$ cat src/rtl/cma_pkg.sv
// Shared types, constants and the CORDIC arctangent table of the circular mean block.
// Used by cma_front, cma_fifo, cma_back and circular_mean_of_angles.
// No dependencies.
package cma_pkg;

    localparam int TRIG_FRAC_BITS = 15;
    localparam int MAX_SAMPLES    = 1048576;

    localparam int ANGLE_W = 20;
    localparam int MEAN_W  = 13;
    localparam int COUNT_W = 21;
    localparam int SUM_W   = 37;
    localparam int PHASE_W = 32;
    localparam int TRIG_W  = TRIG_FRAC_BITS + 2;

    // CORDIC datapath: Q30 for rotation, normalized 2^59..2^60 for vectoring
    localparam int XY_W   = 64;
    localparam int Z_W    = 34;
    localparam int MAG_W  = 60;
    localparam int ITER_N = (TRIG_FRAC_BITS + 2 > 26) ? 26 : TRIG_FRAC_BITS + 2;
    localparam int ITER_W = 5;

    localparam int FULL_TURN = 5760;

    localparam logic [COUNT_W-1:0] COUNT_CAP =
        (MAX_SAMPLES < 2097151) ? COUNT_W'(MAX_SAMPLES) : {COUNT_W{1'b1}};

    localparam logic [ANGLE_W-1:0] NODATA_RESET = ANGLE_W'(-159984);

    localparam logic signed [XY_W-1:0] CORDIC_START = 64'sd652032874;
    localparam logic signed [Z_W-1:0]  HALF_TURN    = 34'sd2147483648;
    localparam logic signed [Z_W-1:0]  QUARTER_TURN = 34'sd1073741824;

    localparam int Q_DEPTH = 4;
    localparam int Q_PTR_W = 2;

    typedef struct packed {
        logic               last;
        logic               nodata;
        logic [PHASE_W-1:0] phase;
    } cma_item_t;

    // atan(2^-i) in units of 2^-32 turn
    function automatic logic [29:0] arc_angle(input logic [ITER_W-1:0] idx);
        logic [29:0] val;
        case (idx)
            5'd0:    val = 30'd536870912;
            5'd1:    val = 30'd316933406;
            5'd2:    val = 30'd167458907;
            5'd3:    val = 30'd85004756;
            5'd4:    val = 30'd42667331;
            5'd5:    val = 30'd21354465;
            5'd6:    val = 30'd10679838;
            5'd7:    val = 30'd5340245;
            5'd8:    val = 30'd2670163;
            5'd9:    val = 30'd1335087;
            5'd10:   val = 30'd667544;
            5'd11:   val = 30'd333772;
            5'd12:   val = 30'd166886;
            5'd13:   val = 30'd83443;
            5'd14:   val = 30'd41722;
            5'd15:   val = 30'd20861;
            5'd16:   val = 30'd10430;
            5'd17:   val = 30'd5215;
            5'd18:   val = 30'd2608;
            5'd19:   val = 30'd1304;
            5'd20:   val = 30'd652;
            5'd21:   val = 30'd326;
            5'd22:   val = 30'd163;
            5'd23:   val = 30'd81;
            5'd24:   val = 30'd41;
            5'd25:   val = 30'd20;
            default: val = 30'd0;
        endcase
        return val;
    endfunction

endpackage

$ cat src/rtl/cma_front.sv
// Front end: accepts sample words, holds the no-data register, classifies each
// sample and turns the angle into a 32-bit phase. Depends on cma_pkg.
module cma_front (
    input  logic                      clk,
    input  logic                      rst_n,
    input  logic                      s_tvalid,
    output logic                      s_tready,
    input  logic [23:0]               s_tdata,   // [19:0] angle_sample, zero fill above
    input  logic                      s_tlast,   // last_sample
    input  logic                      cfg_we,
    input  logic [cma_pkg::ANGLE_W-1:0] cfg_data,
    output logic                      push,
    output cma_pkg::cma_item_t        push_item,
    input  logic                      q_full
);

    typedef enum logic [4:0] {
        F_IDLE = 5'b00001,
        F_MOD  = 5'b00010,
        F_RED  = 5'b00100,
        F_PH   = 5'b01000,
        F_PUSH = 5'b10000
    } fstate_t;

    fstate_t state_reg, state_next;
    logic [cma_pkg::ANGLE_W-1:0] nodata_code_reg;
    logic [cma_pkg::ANGLE_W-1:0] sample_reg;
    logic                        last_reg;
    logic                        nodata_reg;
    logic [20:0]                 shifted_reg;
    logic [8:0]                  quot_reg;
    logic [12:0]                 angle_reg;
    logic [31:0]                 coarse_reg;
    logic [8:0]                  fine_reg;

    logic [20:0] shifted_c;
    logic [41:0] quot_prod;
    logic [20:0] rem_c;
    logic [20:0] rem_fix;
    logic [31:0] coarse_c;
    logic [13:0] fine_num;
    logic [28:0] fine_prod;

    // Offset by a multiple of a full turn so the value is never negative
    assign shifted_c = {sample_reg[cma_pkg::ANGLE_W-1], sample_reg} + 21'd529920;
    // floor(v / 5760) by reciprocal, exact for v below 1641599
    assign quot_prod = 42'(shifted_c) * 42'd1491309;
    assign rem_c     = shifted_reg - 21'(22'(quot_reg) * 22'd5760);
    assign rem_fix   = (rem_c >= 21'd5760) ? rem_c - 21'd5760 : rem_c;
    // round(a * 2^32 / 5760) = a * 745654 + floor((2a + 22) / 45)
    assign coarse_c  = 32'(angle_reg) * 32'd745654;
    assign fine_num  = {angle_reg, 1'b0} + 14'd22;
    assign fine_prod = 29'(fine_num) * 29'd23302;

    assign s_tready = (state_reg == F_IDLE);
    assign push     = (state_reg == F_PUSH) && !q_full;

    always_comb
    begin
        push_item.last   = last_reg;
        push_item.nodata = nodata_reg;
        push_item.phase  = coarse_reg + 32'(fine_reg);
    end

    always_comb
    begin
        state_next = state_reg;
        case (state_reg)
            F_IDLE:  if (s_tvalid) state_next = F_MOD;
            F_MOD:   state_next = F_RED;
            F_RED:   state_next = F_PH;
            F_PH:    state_next = F_PUSH;
            F_PUSH:  if (!q_full) state_next = F_IDLE;
            default: state_next = F_IDLE;
        endcase
    end

    always_ff @(posedge clk or negedge rst_n)
    begin
        if (!rst_n)
        begin
            state_reg       <= F_IDLE;
            nodata_code_reg <= cma_pkg::NODATA_RESET;
        end
        else
        begin
            state_reg <= state_next;
            if (cfg_we)
                nodata_code_reg <= cfg_data;
        end
    end

    always_ff @(posedge clk)
    begin
        if (s_tvalid && s_tready)
        begin
            sample_reg <= s_tdata[cma_pkg::ANGLE_W-1:0];
            last_reg   <= s_tlast;
            nodata_reg <= (s_tdata[cma_pkg::ANGLE_W-1:0] == nodata_code_reg);
        end
        if (state_reg == F_MOD)
        begin
            shifted_reg <= shifted_c;
            quot_reg    <= quot_prod[41:33];
        end
        if (state_reg == F_RED)
            angle_reg <= rem_fix[12:0];
        if (state_reg == F_PH)
        begin
            coarse_reg <= coarse_c;
            fine_reg   <= fine_prod[28:20];
        end
    end

endmodule

$ cat src/rtl/cma_fifo.sv
// Short queue of classified samples between the front end and the CORDIC back end.
// Depends on cma_pkg.
module cma_fifo (
    input  logic               clk,
    input  logic               rst_n,
    input  logic               push,
    input  cma_pkg::cma_item_t push_item,
    output logic               full,
    input  logic               pop,
    output cma_pkg::cma_item_t pop_item,
    output logic               empty
);

    cma_pkg::cma_item_t entry_reg [cma_pkg::Q_DEPTH];
    logic [cma_pkg::Q_PTR_W-1:0] wr_ptr_reg;
    logic [cma_pkg::Q_PTR_W-1:0] rd_ptr_reg;
    logic [cma_pkg::Q_PTR_W:0]   fill_reg;

    assign full     = (fill_reg == (cma_pkg::Q_PTR_W+1)'(cma_pkg::Q_DEPTH));
    assign empty    = (fill_reg == '0);
    assign pop_item = entry_reg[rd_ptr_reg];

    always_ff @(posedge clk or negedge rst_n)
    begin
        if (!rst_n)
        begin
            wr_ptr_reg <= '0;
            rd_ptr_reg <= '0;
            fill_reg   <= '0;
        end
        else
        begin
            if (push)
                wr_ptr_reg <= wr_ptr_reg + 1'b1;
            if (pop)
                rd_ptr_reg <= rd_ptr_reg + 1'b1;
            if (push && !pop)
                fill_reg <= fill_reg + 1'b1;
            else if (pop && !push)
                fill_reg <= fill_reg - 1'b1;
        end
    end

    always_ff @(posedge clk)
    begin
        if (push)
            entry_reg[wr_ptr_reg] <= push_item;
    end

endmodule

$ cat src/rtl/cma_back.sv
// Back end: one shared CORDIC rotates each phase into cos/sin, accumulates the
// sums and, on the last word, vectors the sum into the mean. Depends on cma_pkg.
module cma_back (
    input  logic               clk,
    input  logic               rst_n,
    input  logic               q_empty,
    input  cma_pkg::cma_item_t q_item,
    output logic               pop,
    output logic               m_tvalid,
    input  logic               m_tready,
    output logic [39:0]        m_tdata   // [12:0] mean_angle, [33:13] nodata_count, zero fill
);

    typedef enum logic [7:0] {
        B_IDLE  = 8'b00000001,
        B_ROT   = 8'b00000010,
        B_ACC   = 8'b00000100,
        B_LOAD  = 8'b00001000,
        B_NORM  = 8'b00010000,
        B_VEC   = 8'b00100000,
        B_SCALE = 8'b01000000,
        B_FIN   = 8'b10000000
    } bstate_t;

    localparam logic signed [cma_pkg::SUM_W:0] SUM_MAX = 38'sd68719476735;
    localparam logic signed [cma_pkg::SUM_W:0] SUM_MIN = -38'sd68719476736;

    bstate_t state_reg, state_next;
    logic                                last_reg, last_next;
    logic                                flip_reg, flip_next;
    logic [cma_pkg::ITER_W-1:0]          iter_reg, iter_next;
    logic signed [cma_pkg::XY_W-1:0]     x_reg, x_next;
    logic signed [cma_pkg::XY_W-1:0]     y_reg, y_next;
    logic signed [cma_pkg::Z_W-1:0]      z_reg, z_next;
    logic [cma_pkg::MAG_W-1:0]           mag_reg, mag_next;
    logic signed [cma_pkg::SUM_W-1:0]    cos_sum_reg, cos_sum_next;
    logic signed [cma_pkg::SUM_W-1:0]    sin_sum_reg, sin_sum_next;
    logic [cma_pkg::COUNT_W-1:0]         count_reg, count_next;
    logic [44:0]                         scaled_reg;
    logic                                out_valid_reg, out_valid_next;
    logic [39:0]                         out_data_reg;

    logic signed [cma_pkg::XY_W-1:0] dx, dy, x_step, y_step;
    logic signed [cma_pkg::Z_W-1:0]  arc, z_step, z_fold;
    logic                            turn_up;
    logic                            iter_done;
    logic signed [cma_pkg::TRIG_W-1:0] cos_val, sin_val;
    logic signed [cma_pkg::SUM_W:0]  cos_acc, sin_acc;
    logic signed [cma_pkg::SUM_W:0]  cos_wide, sin_wide;
    logic [cma_pkg::SUM_W:0]         cos_abs, sin_abs;
    logic [45:0]                     mean_round;
    logic [13:0]                     mean_raw;
    logic [cma_pkg::MEAN_W-1:0]      mean_val;
    logic                            out_free;

    function automatic logic signed [cma_pkg::TRIG_W-1:0] to_trig(
        input logic signed [cma_pkg::XY_W-1:0] v,
        input logic                            flip
    );
        logic signed [cma_pkg::XY_W-1:0] lim;
        logic signed [cma_pkg::XY_W-1:0] r;
        lim = 64'sd1 <<< cma_pkg::TRIG_FRAC_BITS;
        r   = (v + (64'sd1 <<< (29 - cma_pkg::TRIG_FRAC_BITS)))
              >>> (30 - cma_pkg::TRIG_FRAC_BITS);
        if (r > lim)
            r = lim;
        if (r < -lim)
            r = -lim;
        if (flip)
            r = -r;
        return cma_pkg::TRIG_W'(r);
    endfunction

    // Shared CORDIC micro-rotation; rotation steers on z, vectoring on y
    assign dx      = y_reg >>> iter_reg;
    assign dy      = x_reg >>> iter_reg;
    assign arc     = $signed({4'b0000, cma_pkg::arc_angle(iter_reg)});
    assign turn_up = (state_reg == B_ROT) ? !z_reg[cma_pkg::Z_W-1] : y_reg[cma_pkg::XY_W-1];
    assign x_step  = turn_up ? x_reg - dx : x_reg + dx;
    assign y_step  = turn_up ? y_reg + dy : y_reg - dy;
    assign z_step  = turn_up ? z_reg - arc : z_reg + arc;
    assign iter_done = (iter_reg == cma_pkg::ITER_W'(cma_pkg::ITER_N - 1));

    assign z_fold = $signed({{(cma_pkg::Z_W-cma_pkg::PHASE_W){q_item.phase[cma_pkg::PHASE_W-1]}},
                             q_item.phase});

    assign cos_val = to_trig(x_reg, flip_reg);
    assign sin_val = to_trig(y_reg, flip_reg);
    assign cos_acc = {cos_sum_reg[cma_pkg::SUM_W-1], cos_sum_reg}
                     + (cma_pkg::SUM_W+1)'(cos_val);
    assign sin_acc = {sin_sum_reg[cma_pkg::SUM_W-1], sin_sum_reg}
                     + (cma_pkg::SUM_W+1)'(sin_val);

    assign cos_wide = {cos_sum_reg[cma_pkg::SUM_W-1], cos_sum_reg};
    assign sin_wide = {sin_sum_reg[cma_pkg::SUM_W-1], sin_sum_reg};
    assign cos_abs  = cos_wide[cma_pkg::SUM_W] ? (cma_pkg::SUM_W+1)'(-cos_wide) : cos_wide;
    assign sin_abs  = sin_wide[cma_pkg::SUM_W] ? (cma_pkg::SUM_W+1)'(-sin_wide) : sin_wide;

    assign mean_round = 46'(scaled_reg) + 46'h0_0080_0000_00;
    assign mean_raw   = mean_round[45:32];
    assign mean_val   = (mean_raw >= 14'(cma_pkg::FULL_TURN)) ? '0 : mean_raw[12:0];

    assign out_free = !out_valid_reg || m_tready;
    assign pop      = (state_reg == B_IDLE) && !q_empty;
    assign m_tvalid = out_valid_reg;
    assign m_tdata  = out_data_reg;

    always_comb
    begin
        state_next     = state_reg;
        last_next      = last_reg;
        flip_next      = flip_reg;
        iter_next      = iter_reg;
        x_next         = x_reg;
        y_next         = y_reg;
        z_next         = z_reg;
        mag_next       = mag_reg;
        cos_sum_next   = cos_sum_reg;
        sin_sum_next   = sin_sum_reg;
        count_next     = count_reg;
        out_valid_next = out_valid_reg && !m_tready;

        case (state_reg)
            B_IDLE:
            begin
                if (!q_empty)
                begin
                    last_next = q_item.last;
                    if (q_item.nodata)
                    begin
                        if (count_reg < cma_pkg::COUNT_CAP)
                            count_next = count_reg + 1'b1;
                        state_next = q_item.last ? B_LOAD : B_IDLE;
                    end
                    else
                    begin
                        // fold into [-90, 90] degrees, flip the sign for the back half
                        flip_next = 1'b0;
                        z_next    = z_fold;
                        if (z_fold > cma_pkg::QUARTER_TURN)
                        begin
                            z_next    = z_fold - cma_pkg::HALF_TURN;
                            flip_next = 1'b1;
                        end
                        else if (z_fold < -cma_pkg::QUARTER_TURN)
                        begin
                            z_next    = z_fold + cma_pkg::HALF_TURN;
                            flip_next = 1'b1;
                        end
                        x_next     = cma_pkg::CORDIC_START;
                        y_next     = '0;
                        iter_next  = '0;
                        state_next = B_ROT;
                    end
                end
            end
            B_ROT, B_VEC:
            begin
                x_next    = x_step;
                y_next    = y_step;
                z_next    = z_step;
                iter_next = iter_reg + 1'b1;
                if (iter_done)
                    state_next = (state_reg == B_ROT) ? B_ACC : B_SCALE;
            end
            B_ACC:
            begin
                if (cos_acc > SUM_MAX)
                    cos_sum_next = cma_pkg::SUM_W'(SUM_MAX);
                else if (cos_acc < SUM_MIN)
                    cos_sum_next = cma_pkg::SUM_W'(SUM_MIN);
                else
                    cos_sum_next = cma_pkg::SUM_W'(cos_acc);
                if (sin_acc > SUM_MAX)
                    sin_sum_next = cma_pkg::SUM_W'(SUM_MAX);
                else if (sin_acc < SUM_MIN)
                    sin_sum_next = cma_pkg::SUM_W'(SUM_MIN);
                else
                    sin_sum_next = cma_pkg::SUM_W'(sin_acc);
                state_next = last_reg ? B_LOAD : B_IDLE;
            end
            B_LOAD:
            begin
                x_next   = cma_pkg::XY_W'(cos_sum_reg);
                y_next   = cma_pkg::XY_W'(sin_sum_reg);
                z_next   = '0;
                mag_next = (cos_abs > sin_abs) ? cma_pkg::MAG_W'(cos_abs)
                                               : cma_pkg::MAG_W'(sin_abs);
                // zero vector: skip straight to a zero phase
                state_next = (cos_sum_reg == '0 && sin_sum_reg == '0) ? B_SCALE : B_NORM;
            end
            B_NORM:
            begin
                if (mag_reg[cma_pkg::MAG_W-1])
                begin
                    if (x_reg[cma_pkg::XY_W-1])
                    begin
                        x_next = -x_reg;
                        y_next = -y_reg;
                        z_next = cma_pkg::HALF_TURN;
                    end
                    iter_next  = '0;
                    state_next = B_VEC;
                end
                else if (mag_reg[cma_pkg::MAG_W-1 -: 8] == '0)
                begin
                    x_next   = x_reg <<< 8;
                    y_next   = y_reg <<< 8;
                    mag_next = mag_reg << 8;
                end
                else
                begin
                    x_next   = x_reg <<< 1;
                    y_next   = y_reg <<< 1;
                    mag_next = mag_reg << 1;
                end
            end
            B_SCALE:
                state_next = B_FIN;
            B_FIN:
            begin
                // hold here until the output register frees up
                if (out_free)
                begin
                    out_valid_next = 1'b1;
                    cos_sum_next   = '0;
                    sin_sum_next   = '0;
                    count_next     = '0;
                    state_next     = B_IDLE;
                end
            end
            default:
                state_next = B_IDLE;
        endcase
    end

    always_ff @(posedge clk or negedge rst_n)
    begin
        if (!rst_n)
        begin
            state_reg     <= B_IDLE;
            last_reg      <= 1'b0;
            cos_sum_reg   <= '0;
            sin_sum_reg   <= '0;
            count_reg     <= '0;
            out_valid_reg <= 1'b0;
        end
        else
        begin
            state_reg     <= state_next;
            last_reg      <= last_next;
            cos_sum_reg   <= cos_sum_next;
            sin_sum_reg   <= sin_sum_next;
            count_reg     <= count_next;
            out_valid_reg <= out_valid_next;
        end
    end

    always_ff @(posedge clk)
    begin
        flip_reg <= flip_next;
        iter_reg <= iter_next;
        x_reg    <= x_next;
        y_reg    <= y_next;
        z_reg    <= z_next;
        mag_reg  <= mag_next;
        if (state_reg == B_SCALE)
            scaled_reg <= 45'(z_reg[cma_pkg::PHASE_W-1:0]) * 45'd5760;
        if (state_reg == B_FIN && out_free)
            out_data_reg <= {6'b0, count_reg, mean_val};
    end

endmodule

$ cat src/rtl/circular_mean_of_angles.sv
// Circular mean of a stream of angles: top level joining front end, queue and
// CORDIC back end. Depends on cma_pkg, cma_front, cma_fifo, cma_back.
//
// Usage:
//   s_tdata[19:0] carries one signed angle in sixteenths of a degree per word;
//   s_tlast marks the last word of a region. A word equal to the no-data code
//   (written through cfg_we/cfg_data, reset value -159984) is only counted.
//   After the last word, one result word leaves on m_tdata: mean_angle in
//   [12:0] (0..5759 sixteenths of a degree) and the saturating no-data count
//   in [33:13]; the sums and count then clear for the next region.
// Flow:
//   The front end takes a word only when idle, reduces it modulo a full turn,
//   turns it into a phase and pushes it into the queue before it takes the next.
//   The back end pops a data word, runs 17 CORDIC iterations and accumulates;
//   a no-data word is only counted. The shared CORDIC sets the sustained rate.
//   A last word adds normalization, 17 vectoring iterations, scaling and the
//   output load; a region whose sums are both zero skips normalization and vectoring.
// Reset clears the sums, the count, the queue and the output valid flag, and
// restores the no-data code. When m_tready is low the result holds in the
// output register; the back end keeps consuming queued words and stalls only
// when a second result is ready, and then the 4-word queue fills and s_tready
// drops.
module circular_mean_of_angles (
    input  logic                          clk,
    input  logic                          rst_n,
    input  logic                          s_tvalid,
    output logic                          s_tready,
    input  logic [23:0]                   s_tdata,   // [19:0] angle_sample, zero fill above
    input  logic                          s_tlast,   // last_sample
    output logic                          m_tvalid,
    input  logic                          m_tready,
    output logic [39:0]                   m_tdata,   // [12:0] mean_angle, [33:13] nodata_count
    input  logic                          cfg_we,
    input  logic [cma_pkg::ANGLE_W-1:0]   cfg_data   // nodata_code
);

    logic               q_push;
    logic               q_pop;
    logic               q_full;
    logic               q_empty;
    cma_pkg::cma_item_t q_in;
    cma_pkg::cma_item_t q_out;

    cma_front u_front (
        .clk       (clk),
        .rst_n     (rst_n),
        .s_tvalid  (s_tvalid),
        .s_tready  (s_tready),
        .s_tdata   (s_tdata),
        .s_tlast   (s_tlast),
        .cfg_we    (cfg_we),
        .cfg_data  (cfg_data),
        .push      (q_push),
        .push_item (q_in),
        .q_full    (q_full)
    );

    cma_fifo u_fifo (
        .clk       (clk),
        .rst_n     (rst_n),
        .push      (q_push),
        .push_item (q_in),
        .full      (q_full),
        .pop       (q_pop),
        .pop_item  (q_out),
        .empty     (q_empty)
    );

    cma_back u_back (
        .clk      (clk),
        .rst_n    (rst_n),
        .q_empty  (q_empty),
        .q_item   (q_out),
        .pop      (q_pop),
        .m_tvalid (m_tvalid),
        .m_tready (m_tready),
        .m_tdata  (m_tdata)
    );

    a_no_overflow: assert property (@(posedge clk) disable iff (!rst_n)
        !(q_push && q_full))
        else $error("queue written while full");

    a_no_underflow: assert property (@(posedge clk) disable iff (!rst_n)
        !(q_pop && q_empty))
        else $error("queue read while empty");

    a_mean_range: assert property (@(posedge clk) disable iff (!rst_n)
        m_tvalid |-> (m_tdata[12:0] < 13'd5760))
        else $error("mean angle outside a full turn");

    a_count_cap: assert property (@(posedge clk) disable iff (!rst_n)
        m_tvalid |-> (m_tdata[33:13] <= cma_pkg::COUNT_CAP))
        else $error("no-data count above its cap");

endmodule

$ cat config.mk
export PLATFORM = sky130hd
export DESIGN_NAME = circular_mean_of_angles
export DESIGN_NICKNAME = d
export VERILOG_FILES = /design/src/rtl/cma_pkg.sv /design/src/rtl/cma_front.sv /design/src/rtl/cma_fifo.sv /design/src/rtl/cma_back.sv /design/src/rtl/circular_mean_of_angles.sv
export SDC_FILE = /design/constraint.sdc
export NUM_CORES = 2
export LEC_CHECK = 0
export BUFFER_PORTS_ARGS = -buffer_cell sky130_fd_sc_hd__buf_2
export CORE_MARGIN = 5
export CORE_UTILIZATION = 40
export CTS_CLUSTER_DIAMETER = 60
export CTS_CLUSTER_SIZE = 14
export DETAILED_ROUTE_END_ITERATION = 10
export PLACE_DENSITY = 0.51
export SLEW_MARGIN = 20
export SYNTH_ARGS = -nofsm -noshare
export SYNTH_HDL_FRONTEND = slang
export SYNTH_SLANG_ARGS = --single-unit
$ cat constraint.sdc
create_clock -name clk -period 11.4 [get_ports clk]
set_input_delay 2.28 -clock clk [delete_from_list [all_inputs] [get_ports clk]]
set_output_delay 2.28 -clock clk [all_outputs]
set_load 0.005 [all_outputs]
# After elaboration in Yosys (flattened, before gate mapping)
# Memory sizes are Yosys's and may differ from the RTL's. A register that Yosys moved wholly into a read port is not among the register bits.
# Index checks and enable logic that the tools add are counted.
dict set report word_totals {
  romBits 960
  memories 2
  ram_bits 136
  inputBits 50
  out_inout_bits 42
  elab_cells 224
  reg_bits 542
}
dict set report classes {
  reduce_logical 38
  mul 5
  order_cmp 14
  add_sub_neg 30
  n_shift 2
  n_eq_ne 28
  n_mux 73
  bitwise 2
}
# memory depth width read_ports rd_ports_with_merged_regs wr line
set mem_list {}
lappend mem_list {{(name not given)} 32 30 1 1 0 cma_pkg.sv:46} ;# case (idx)
lappend mem_list {u_fifo.entry_reg 4 34 1 0 1 cma_fifo.sv:14} ;# cma_pkg::cma_item_t entry_reg [cma_pkg::Q_DEPTH];
# cell count
set op_table {}
lappend op_table {{2-to-1 mux 64 bit} 14}
lappend op_table {{case mux 64 bit (4 select lines)} 2}
lappend op_table {{2-to-1 mux 34 bit} 7}
lappend op_table {{2-to-1 mux 37 bit} 5}
lappend op_table {{case mux 37 bit (2 select lines)} 2}
lappend op_table {{case mux 34 bit (4 select lines)} 1}
lappend op_table {{adder 64 x 16 -> 64 bit (second input constant)} 2}
lappend op_table {{adder 64 bit} 2}
lappend op_table {{less-than comparator 64 x 16 -> 1 bit (second input constant)} 2}
lappend op_table {{negation 64 bit} 2}
lappend op_table {{>>> shifter 64 x 5 -> 64 bit} 2}
lappend op_table {{subtractor 64 bit} 2}
lappend op_table {{2-to-1 mux 60 bit} 2}
lappend op_table {{case mux 60 bit (2 select lines)} 1}
lappend op_table {{2-to-1 mux 38 bit} 3}
lappend op_table {{> comparator 49 x 17 -> 1 bit (second input constant)} 2}
lappend op_table {{2-to-1 mux 21 bit} 4}
lappend op_table {{adder 37 x 17 -> 38 bit} 2}
lappend op_table {{> comparator 38 x 37 -> 1 bit (second input constant)} 2}
lappend op_table {{less-than comparator 38 x 37 -> 1 bit (second input constant)} 2}
lappend op_table {{negation 37 -> 38 bit} 2}
lappend op_table {{logical NOT 37 bit} 2}
lappend op_table {{2-to-1 mux 17 bit} 4}
lappend op_table {{case mux 8 bit (7 select lines)} 1}
lappend op_table {{69 further kinds} 122}

# Depth between registers and ports, before layout
dict set report logic_depth {
  word_depth 12
  mapped_depth 37
  ltp_nobuf 33
}

# Hierarchy
# A second synthesis with hierarchy kept.
dict set report unflattened {
  hier_cells 9225
  area_unflattened_um2 82414.0
}
# module cells_each instances area_each_um2 seq_area_each_um2
set by_module_without_submodules {}
lappend by_module_without_submodules {cma_back 7054 1 56882.1 11517.3}
lappend by_module_without_submodules {cma_front 1959 1 20178.1 3791.1}
lappend by_module_without_submodules {cma_fifo 212 1 5353.9 4259.1}

# Worst setup path before layout
# Ideal clock, no wire load.
dict set report synth_timing {
  path_type {reg-to-reg}
  startpoint {reg u_back.iter_reg[4] (netlist bit)}
  endpoint {reg u_back.x_reg[60] (netlist bit), data pin}
  arrival_time_ns 8.320
  period_less_slack_ns 8.580
  path_slack_ns 2.820
  n_path_buf 9
  setup_ns 0.261
  path_stages_with_launch 36
  t_required_ns 11.139
  cell_sequence {edfxtp_1 clkbuf_1 inv_1 clkbuf_1 buf_1 clkbuf_1 buf_1 clkbuf_1 buf_1 buf_1 clkbuf_1 nor2_1 nor2_1 ha_1 nand2_1 a221o_1 or4b_4 or3_4 or2_1 nor4_4 nand2_1 o21ai_0 xor2_1 ha_1 nand2_1 o21ai_0 a21o_1 a21o_1 a21o_1 a21o_1 or3_1 nor3_1 nor3_1 a211oi_1 xnor2_1 a221o_1}
}
dict set report synth_between {
  elab_chain_cells 4
  word_cells_on_any_way 5
  classes_between {2 x add/sub; 1 x shift; 2 x mux}
}
# element line
set synth_lines {}
lappend synth_lines {{start: declaration} cma_back.sv:31} ;# logic [cma_pkg::ITER_W-1:0] iter_reg, iter_next;
lappend synth_lines {{start signal: assignment} cma_back.sv:262} ;# iter_reg <= iter_next;
lappend synth_lines {{>>> shifter 64 x 5 -> 64 bit *} cma_back.sv:75} ;# assign dx = y_reg >>> iter_reg;
lappend synth_lines {{adder 64 bit / subtractor 64 bit (equally long branches)} cma_back.sv:79} ;# assign x_step = turn_up ? x_reg - dx : x_reg + dx;
lappend synth_lines {{2-to-1 mux 64 bit *} cma_back.sv:79}
lappend synth_lines {{case mux 64 bit (4 select lines) *} cma_back.sv:123} ;# case (state_reg)
lappend synth_lines {{via u_back.x_next, one bit} cma_back.sv:32} ;# logic signed [cma_pkg::XY_W-1:0] x_reg, x_next;
lappend synth_lines {{end signal: assignment} cma_back.sv:263} ;# x_reg <= x_next;
lappend synth_lines {{end: declaration} cma_back.sv:32}
# The timed path passes the listed nets; every way through them passes the cells marked *.
# A chain may end at the register's enable or synchronous reset.

# Worst setup path in the final report
dict set report layout_timing {
  startpoint {reg u_back.y_reg[16] (netlist bit)}
  endpoint {reg u_back.sin_sum_reg[6] (netlist bit)}
}
dict set report layout_between {
  elab_chain_cells 12
  word_cells_on_any_way 13
  classes_between {3 x add/sub; 4 x order compare; 6 x mux}
}
# element line
set layout_lines {}
lappend layout_lines {{start: declaration} cma_back.sv:33} ;# logic signed [cma_pkg::XY_W-1:0] y_reg, y_next;
lappend layout_lines {{start signal: assignment} cma_back.sv:264} ;# y_reg <= y_next;
lappend layout_lines {{adder 64 x 16 -> 64 bit *} cma_back.sv:63} ;# r = (v + (64'sd1 <<< (29 - cma_pkg::TRIG_FRAC_BITS)))
lappend layout_lines {{> comparator 49 x 17 -> 1 bit} cma_back.sv:65} ;# if (r > lim)
lappend layout_lines {{2-to-1 mux 64 bit *} cma_back.sv:65}
lappend layout_lines {{less-than comparator 64 x 16 -> 1 bit} cma_back.sv:67} ;# if (r < -lim)
lappend layout_lines {{2-to-1 mux 17 bit *} cma_back.sv:67}
lappend layout_lines {{negation 17 bit} cma_back.sv:70} ;# r = -r;
lappend layout_lines {{2-to-1 mux 17 bit *} cma_back.sv:69} ;# if (flip)
lappend layout_lines {{adder 37 x 17 -> 38 bit *} cma_back.sv:92} ;# + (cma_pkg::SUM_W+1)'(sin_val);
lappend layout_lines {{less-than comparator 38 x 37 -> 1 bit} cma_back.sv:176} ;# else if (sin_acc < SUM_MIN)
lappend layout_lines {{2-to-1 mux 37 bit} cma_back.sv:176}
lappend layout_lines {{2-to-1 mux 37 bit *} cma_back.sv:174} ;# if (sin_acc > SUM_MAX)
lappend layout_lines {{case mux 37 bit (2 select lines) *} cma_back.sv:123}
lappend layout_lines {{end signal: assignment} cma_back.sv:253} ;# sin_sum_reg <= sin_sum_next;
lappend layout_lines {{end: declaration} cma_back.sv:37} ;# logic signed [cma_pkg::SUM_W-1:0] sin_sum_reg, sin_sum_next;
# Mark *: on every way between the ends. The rest lies on a longest branch, timed or not.

==> results.yml <==
status:
  status: "completed"
yosys:
  yosysSeqAreaShare_pct: 24.16
  muxShareOfSynthArea_pct: 9.659
  synthesis.area_um2: 80990
  synthXorXnorAreaFrac_pct: 8.641
  yosysUniqueCellTypes: 98
  synth_top_family_by_area: "adder cells"
  yosys.area_share.simple_pct: 14.37
  avgSynthCellArea_um2: 9.025
  yosysWarnings: 0
  async_flop_share_pct: 20.03
  synth-seq-cells: 684
  synth_edf_count: 517
  synthCells: 8974
  synth_compound_gate_area_share_pct: 17.38
  synth-adder-area-share_pct: 19.68
  ys.flop_type: "edfxtp_1"
detailed_routing:
  routed_via_density: 5.943
  first_iter_violations: 6619
  drc: 0
  finalWirelength_um: 268500
  postRouteAntennaNets: 0
  vias: 68490
  wl_per_cell_um: 23.30
  first_pass_iters: 7
global_route:
  grt_start_max_net_pins: 108
  antenna_found_initial: 6
  grt_pass1_wl_um: 410700
  first_global_vias: 66170
  grt_overflow_total: 0
  track_usage_pct: 24.73
place:
  routabilityCongestion: 0.9499
  place_hpwl_um: 205000
  pre_cts_ws_ns: 1.663
  port-buffer-count: 81
run:
  maxCapViolCount: 0
timing:
  worst_slack_ns: 1.332
  final_max_slew_viol_count: 0
  skew_ns: 0.07203
  period_share_pct: 88.31
  holdWs_ns: 0.4477
  relSlewSlack_pct: 18.13
  timing.fmax_ghz: 0.09933
  post-route-min-period_ns: 10.07
  setup-tns-final_ns: 0
  hold_viol: 0
  rsz0062_at_grt: "false"
  setup-violations-final: 0
  tightestPinTransition_ns: 1.228
floorplanning:
  die_y_um: 460.0
  core-area_um2: 201900
  pin_count: 92
  initial_utilization_pct: 40.11
  die_w_um: 460.0
  std_cell_rows: 165
  dieArea_um2: 211600
cts:
  clk-insertion-delay-late_ns: 0.76
  cts_buffers: 95
  ctsHoldBuffers: 0
  htreeDepth: 3
  clkSlewWorstSetupHoldPaths_ns: 0.06
  cts_root_buffer: "clkbuf_16"
  clock_sinks: 684
  clockBufferDepth: 3
  cts_resized: 0
  cts_setup_buffers: 0
  cts_tree: "done"
worst_setup_path:
  cp_slowest_cell: "xor2_1"
  cp_max_fo: 33
  cp.required_ns: 12.04
  crit_arrival_ns: 10.71
  cpPeakStageDelay_ns: 0.83
  end_kind: "flip-flop"
  startpoint_type: "flip-flop"
  crit_type: "reg2reg"
cells_and_area:
  largest_reg_flops: 136
  nets: 9907
  area_growth_pct: 7.709
  final_core_util_pct: 43.20
  drive_gt1_share_pct: 8.826
worst_hold_path:
  hp-class: "reg2reg"
==> synthesized netlist by cell type, types with 116 or more instances <==
cell,instances,area [um^2]
a21o_1,167,1254
a21oi_1,611,3058
clkbuf_1,389,1460
dfrtp_1,126,3153
edfxtp_1,517,15520
fa_1,310,6206
ha_1,778,9734
inv_1,732,2748
mux2_2,116,1306
mux2i_1,264,2643
mux4_2,172,3874
nand2_1,755,2834
nand3_1,176,880.8
nor2_1,547,2053
nor3_1,168,840.8
o21ai_0,560,2803
xnor2_1,482,4222
xor2_1,317,2776
==> final timing paths <==
path	endpoint	slack, ns	cells after the start	start
hold reg to reg	u_front.angle_reg[5]	0.45	0	u_front.shifted_reg[5]
setup reg to reg	u_back.sin_sum_reg[6]	1.33	33	u_back.y_reg[16]
max in group asynchronous	u_back.sin_sum_reg[11]	8.28	2	rst_n
setup / recovery	u_back.sin_sum_reg[6]	1.33	33	u_back.y_reg[16]
min in group asynchronous	u_back.count_reg[13]	1.62	1	rst_n
hold / removal	u_front.angle_reg[5]	0.45	0	u_front.shifted_reg[5]
==> critical path, delay by kind of cell (launching register included) <==
| kind | cells | cell delay [ns] |
|---|---|---|
| xor gates and xnor gates | 2 | 0.95 |
| and+or+nand+nor | 18 | 4.55 |
| AOI/OAI and AO/OA | 8 | 2.07 |
| buffers and inverters | 3 | 0.91 |
| DFF | 1 | 0.79 |
| adders and majority gates | 2 | 0.67 |
==> cells in the final DEF (no fill, tap or decap), drive strengths merged, types with 115 or more instances in the layout <==
master and n:
nand3 176, nor2 547, edfxtp 517, fa 310, dfrtp 126, mux2 116, nand4 115, xor2 317
inv 759, nor3 170, ha 778, o21ai 563, buf 211, nand2 755, mux2i 264, a21o 167
xnor2 482, mux4 172, clkbuf 119, a21oi 611
==> cell type report <==
cell class / instances / area [um^2]
Sequential cell: 684 / 19570
Fill cell: 19770 / 114700
Multi-Input combinational cell: 7041 / 56730
Inverter: 736 / 2769
Tap cell: 2672 / 3343
Antenna cell: 3 / 7.507
Timing Repair Buffer: 211 / 1500
Clock inverter: 58 / 706.9
Clock buffer: 119 / 2601
==> layer usage <==
layer  global-route usage [%]  up-vias  share of wire (%)  wire, um
met5                        0        -                  0         0
met4                    7.557        0                3.2      8686
met3                    3.843      357                7.3     19720
met2                    38.24     2339                 44    118300
met1                    35.58    33580                 45    121700
li1                         -    32220                  -         -
==> logic make-up (layout without fill, tap and decap cells) <==
logic type                 Yosys count  after routing
AOI/OAI and AO/OA                 2195           2195
xor gates and xnor gates           799            799
adders and majority gates         1088           1088
buffers and inverters             1255           1124
DFF                                684            684
muxes                              552            552
other                                2             11
and+or+nand+nor                   2399           2399
==> metrics by stage <==
stage	instances	instance area, um^2
finish	11520	87230
global route	11520	87230
CTS	11520	87220
detailed placement	11340	83910
global placement	11340	83880
floorplan	8980	81010
Power is left out: the tool's default activity adds up to more than one toggle a clock period on the data nets, which glitch-free logic cannot reach.
